## src/rtl/pob_pkg.sv

```systemverilog
// Shared types and constants for the polar occupancy background block.
// No dependencies; the other files, except pob_ram, refer to it by scoped names.
package pob_pkg;

    // Item modes
    localparam logic [1:0] MODE_UPDATE = 2'd0;
    localparam logic [1:0] MODE_QUERY  = 2'd1;
    localparam logic [1:0] MODE_CLEAR  = 2'd2;

    // Result status codes
    localparam logic [2:0] STAT_UPDATED = 3'd0;
    localparam logic [2:0] STAT_ERASED  = 3'd1;
    localparam logic [2:0] STAT_SKIPPED = 3'd2;
    localparam logic [2:0] STAT_QUERY   = 3'd3;
    localparam logic [2:0] STAT_CLEARED = 3'd4;

    // Configuration register indexes
    localparam int CFG_IDX_W  = 3;
    localparam int CFG_DATA_W = 32;
    localparam logic [CFG_IDX_W-1:0] REG_LEARNING_RATE = 3'd0;
    localparam logic [CFG_IDX_W-1:0] REG_DECAY_RATE    = 3'd1;
    localparam logic [CFG_IDX_W-1:0] REG_THRESHOLD     = 3'd2;
    localparam logic [CFG_IDX_W-1:0] REG_DECAY_FRAMES  = 3'd3;
    localparam logic [CFG_IDX_W-1:0] REG_ANGLE_START   = 3'd4;
    localparam logic [CFG_IDX_W-1:0] REG_ANGLE_STEP    = 3'd5;
    localparam logic [CFG_IDX_W-1:0] REG_RANGE_MIN     = 3'd6;
    localparam logic [CFG_IDX_W-1:0] REG_RANGE_MAX     = 3'd7;

    // Register reset values
    localparam logic [15:0] RST_LEARNING_RATE = 16'd3277;
    localparam logic [15:0] RST_DECAY_RATE    = 16'd62259;
    localparam logic [15:0] RST_THRESHOLD     = 16'd45875;
    localparam logic [31:0] RST_DECAY_FRAMES  = 32'd100;
    localparam logic [17:0] RST_ANGLE_START   = 18'd0;
    localparam logic [15:0] RST_ANGLE_STEP    = 16'd256;
    localparam logic [15:0] RST_RANGE_MIN     = 16'd0;
    localparam logic [15:0] RST_RANGE_MAX     = 16'd12799;

    // Score arithmetic, Q0.16
    localparam logic [15:0] SCORE_ONE   = 16'hFFFF;
    localparam logic [15:0] ERASE_LIMIT = 16'd656;

    // Table entry: {present, last frame, score}
    localparam int ENTRY_W = 49;

    typedef struct packed {
        logic load_item;  // latch the input beat
        logic clr_start;  // rewind the sweep counter
        logic clr_step;   // write one cleared entry, advance
        logic rd_en;      // read the bin entry
        logic finish;     // write back the bin and load the result
    } pob_cmd_t;

    typedef struct packed {
        logic item_clear; // latched item is a clear request
        logic clr_done;   // sweep counter at last entry
    } pob_stat_t;

endpackage

```

## src/rtl/pob_ctrl.sv

```systemverilog
// Sequencer for the occupancy block: reset sweep, per-item step count,
// clear sweeps and the output register handshake. Uses pob_pkg.
module pob_ctrl (
    input  logic               clk,
    input  logic               rst_n,
    input  logic               in_valid,
    output logic               in_ready,
    output logic               out_valid,
    input  logic               out_ready,
    output pob_pkg::pob_cmd_t  cmd,
    input  pob_pkg::pob_stat_t stat
);

    localparam logic [2:0] ST_CLEAR    = 3'd0;
    localparam logic [2:0] ST_IDLE     = 3'd1;
    localparam logic [2:0] ST_DISPATCH = 3'd2;
    localparam logic [2:0] ST_WORK     = 3'd3;
    localparam logic [2:0] ST_DONE     = 3'd4;

    // WORK_RD: bin address ready, table read issued; WORK_LAST: last work step
    localparam logic [3:0] WORK_RD   = 4'd5;
    localparam logic [3:0] WORK_LAST = 4'd8;

    logic [2:0] state_reg, state_next;
    logic [3:0] wcnt_reg, wcnt_next;
    logic       from_item_reg, from_item_next;
    logic       out_valid_reg, out_valid_next;

    always_comb
    begin
        state_next     = state_reg;
        wcnt_next      = wcnt_reg;
        from_item_next = from_item_reg;
        cmd            = '0;
        in_ready       = 1'b0;
        case (state_reg)
            ST_CLEAR:
            begin
                cmd.clr_step = 1'b1;
                if (stat.clr_done)
                begin
                    state_next = from_item_reg ? ST_DONE : ST_IDLE;
                end
            end
            ST_IDLE:
            begin
                in_ready = 1'b1;
                if (in_valid)
                begin
                    cmd.load_item = 1'b1;
                    state_next    = ST_DISPATCH;
                end
            end
            ST_DISPATCH:
            begin
                wcnt_next      = '0;
                from_item_next = stat.item_clear;
                if (stat.item_clear)
                begin
                    cmd.clr_start = 1'b1;
                    state_next    = ST_CLEAR;
                end
                else
                begin
                    state_next = ST_WORK;
                end
            end
            ST_WORK:
            begin
                wcnt_next  = wcnt_reg + 4'd1;
                cmd.rd_en  = (wcnt_reg == WORK_RD);
                if (wcnt_reg == WORK_LAST)
                begin
                    state_next = ST_DONE;
                end
            end
            ST_DONE:
            begin
                if (!out_valid_reg || out_ready)
                begin
                    cmd.finish = 1'b1;
                    state_next = ST_IDLE;
                end
            end
            default:
            begin
                state_next = ST_IDLE;
            end
        endcase
    end

    always_comb
    begin
        if (cmd.finish)
        begin
            out_valid_next = 1'b1;
        end
        else if (out_ready)
        begin
            out_valid_next = 1'b0;
        end
        else
        begin
            out_valid_next = out_valid_reg;
        end
    end

    always_ff @(posedge clk or negedge rst_n)
    begin
        if (!rst_n)
        begin
            state_reg     <= ST_CLEAR;
            wcnt_reg      <= '0;
            from_item_reg <= 1'b0;
            out_valid_reg <= 1'b0;
        end
        else
        begin
            state_reg     <= state_next;
            wcnt_reg      <= wcnt_next;
            from_item_reg <= from_item_next;
            out_valid_reg <= out_valid_next;
        end
    end

    assign out_valid = out_valid_reg;

endmodule

```

## config.mk

```make
export PLATFORM = sky130hd
export DESIGN_NAME = pob_ctrl
export DESIGN_NICKNAME = d
export VERILOG_FILES = /design/src/rtl/pob_pkg.sv /design/src/rtl/pob_ctrl.sv
export SDC_FILE = /design/constraint.sdc
export NUM_CORES = 1
export LEC_CHECK = 0
export BUFFER_PORTS_ARGS = -buffer_cell sky130_fd_sc_hd__buf_2
export CORE_MARGIN = 3
export CORE_UTILIZATION = 40
export DETAILED_ROUTE_END_ITERATION = 10
export PLACE_DENSITY = 0.69
export SYNTH_ARGS = -nofsm -noshare
export SYNTH_HDL_FRONTEND = slang
export SYNTH_SLANG_ARGS = --single-unit
```

## constraint.sdc

```tcl
create_clock -name clk -period 1.4 [get_ports clk]
set_input_delay 0.07 -clock clk [delete_from_list [all_inputs] [get_ports clk]]
set_output_delay 0.07 -clock clk [all_outputs]
set_load 0.05 [all_outputs]
```

==> flow_summary.toml <==
[status]
run_status = "complete, no violations"

[clock_network]
clk_pin_slew_worst_paths_ps = 60
insertion_delay_ps = 250
ctsRootBufferMaster = "clkbuf_4"
cts_buffers = 3
clockBufferDepth = 2
cts_tree = "built"
cts.htree.levels = 1
cts_sinks = 9

[timing]
final-setup-viol-count = 0
clock.fmax_mhz = 735.3
skew_ps = 2.408
slew_violations = 0
worst_pin_slew_ps = 248.5
finalWorstSetupSlack_ps = 39.95
fin_crit_sh = 0.9715
post-route-min-period_ps = 1360
fin_hold_ws_ps = 94.19
rsz0062_at_grt = "yes"
slew_headroom = 0.8355
hold_viol_final = 0

[worst_setup_path]
critPathLaunchType = "register"
required_ps = 1540
crit_path_start = "state_reg[1]"
r2r-start = "state_reg[1]"
cp_slowest_cell = "dfrtp_2"
arrival_ps = 1500
end_kind = "register"
timing.critical_path.cells = "buf_4 > mux2_1 > o22ai_1 > o32a_1"
r2r_slack_ps = 40
worst-path-max-fanout = 6
cp_slowest_stage_delay_ps = 480
crit_type = "register to register"

[layout]
diodes = 0
area_growth_pct = 40.55
drive_above_1_share = 0.4588
fillCellCount = 114
final_core_util = 0.6210
multiInputGateArea_um2 = 372.9
seqCellArea_um2 = 229.0
fin_nets = 95
largest_reg_flops = 4

[global_route]
grt_max_degree = 10
grt_first_pass_wirelength_mm = 1.918
track_usage = 0.1322
antenna_found_initial = 0
gr-total-overflow = 0
grt_pass1_vias = 484

[placed_design]
io_buffers = 12
gp_congestion = 0.7311
post-dp-hpwl_um = 904.6
pre_cts_ws_ps = 89.04

[yosys]
ys_ff_latch = 9
synth_ff_type = "dfrtp_1"
synth_area_leaders = "dfrtp_1 (38%), ha_1 (6.4%), mux2_1 (5.7%)"
synth-seq-area-share = 0.3822
synth_nets = 72
synth_top_area_cell = "dfrtp_1"
synth_most_common_cell = "dfrtp_1"
synthAdderAreaFrac = 0.06369
synth_simple_gate_area_share = 0.2824
synth_xor_area_frac = 0
synth_top_family_by_area = "simple AND/OR/NAND/NOR gates"
synth_cell_types = 25
avgSynthCellArea_um2 = 9.354
async_flop_share = 1.000
synth_compound_area_frac = 0.1380
synth_top_area_frac = 0.3822
ys_warn_count = 0
synthCells = 63
synth_edf_count = 0
synth_mux_area_frac = 0.05732
synth_area_um2 = 589.3
synth.cells.most_frequent = "dfrtp_1 (9), nand2_1 (7), nor2_1 (5), nand2b_1 (4)"

[detailed_routing]
wl_mm = 1.205
drt_iter0_drc = 1
drc = 0
dr_total_vias = 516
drt_first_pass_iters = 2
via_per_inst = 5.160
drtAntennaViolNets = 0
wl_per_cell_um = 12.05

[hold_path]
min_path_type = "input pin to register"
hp-start = "stat[1]"

[power_and_ir_drop]
ir_drop_uv = 1059
power_density_nw_per_um2 = 2310
p_leak_uw = 0.0003814
fin_total_pwr_uw = 1913

[die]
core_um2 = 1334
dieArea_um2 = 1970
fp-row-count = 13
start_util = 0.4418
die_w_um = 44.39
num_io_pins = 13
die_y_um = 44.39

[run]
maxCapViolCount = 0
==> layout make-up <==
class                      count  share of cell area
tap                           15             0.02266
sequential                     9              0.2764
clock buffer                   4             0.03172
timing repair buffer          22              0.2054
multi-input combinational     47              0.4502
inverter                       3             0.01360
==> per-layer routing <==
metal | GRT usage | vias up | wire, µm
li1 | - | 261 | -
met1 | 0.1612 | 243 | 545
met2 | 0.2180 | 10 | 608
met3 | 0.02439 | 2 | 46
met4 | 0.07229 | 0 | 5
met5 | 0 | - | 0
==> repair_timing <==
item,CTS,global route
gates resized for setup,10,14
hold buffers,1,0
endpoints found under the setup margin,5,4
pin swaps,0,2
buffers inserted,1,4
endpoints found under the hold margin,9,0
==> final timing paths <==
check,end,cells past startpoint
max,state_reg[0],4
max reg2reg,state_reg[0],4
min,from_item_reg,2
min in group asynchronous,wcnt_reg[0],2
max in group asynchronous,state_reg[2],2
min reg2reg,out_valid,2
==> where the power goes <==
group	leakage, µW	switching [µW]	internal, µW
logic	0.000256	619	551
registers	0.000110	171	381
clock network	0.0000150	82.8	109
total	0.000381	873	1040
==> per-stage QoR <==
stage | std cells | area (µm²) | setup TNS, ps
after detailed placement | 90 | 678.2 | 0
after CTS | 96 | 744.5 | 0
after floorplan | 63 | 606.8 | -207.5
final | 100 | 828.3 | 0
after global placement | 90 | 678.2 | 0
after global routing | 100 | 828.3 | -43.41
==> cells by family after synthesis <==
logic type,Yosys count
AOI/OAI and AO/OA,12
muxes,3
buffers and inverters,7
and+or+nand+nor,29
DFF,9
adders and majority gates,3
==> placed cells by master (no fill, tap or decap), drive strengths merged <==
cell          n
o22ai         2
o32a          1
ha            3
nor3b         2
o21bai        1
nand3b        2
a2bb2oi       1
a22o          2
dfrtp         9
clkbuf        5
nand3         1
a21oi         2
o21ai         3
buf          20
nor3          1
and3b         1
nor2          6
and2          3
nand2         7
nor2b         2
dlygate4sd3   1
mux2          3
inv           3
nand2b        4
==> worst max-delay path, delay by kind of cell (launching register included) <==
family          cells  cell delay, ps
flops               1             480
compound gates      2             400
buf+inv             1             170
mux                 1             190
Note: power is estimated with default switching activity, not from simulation.
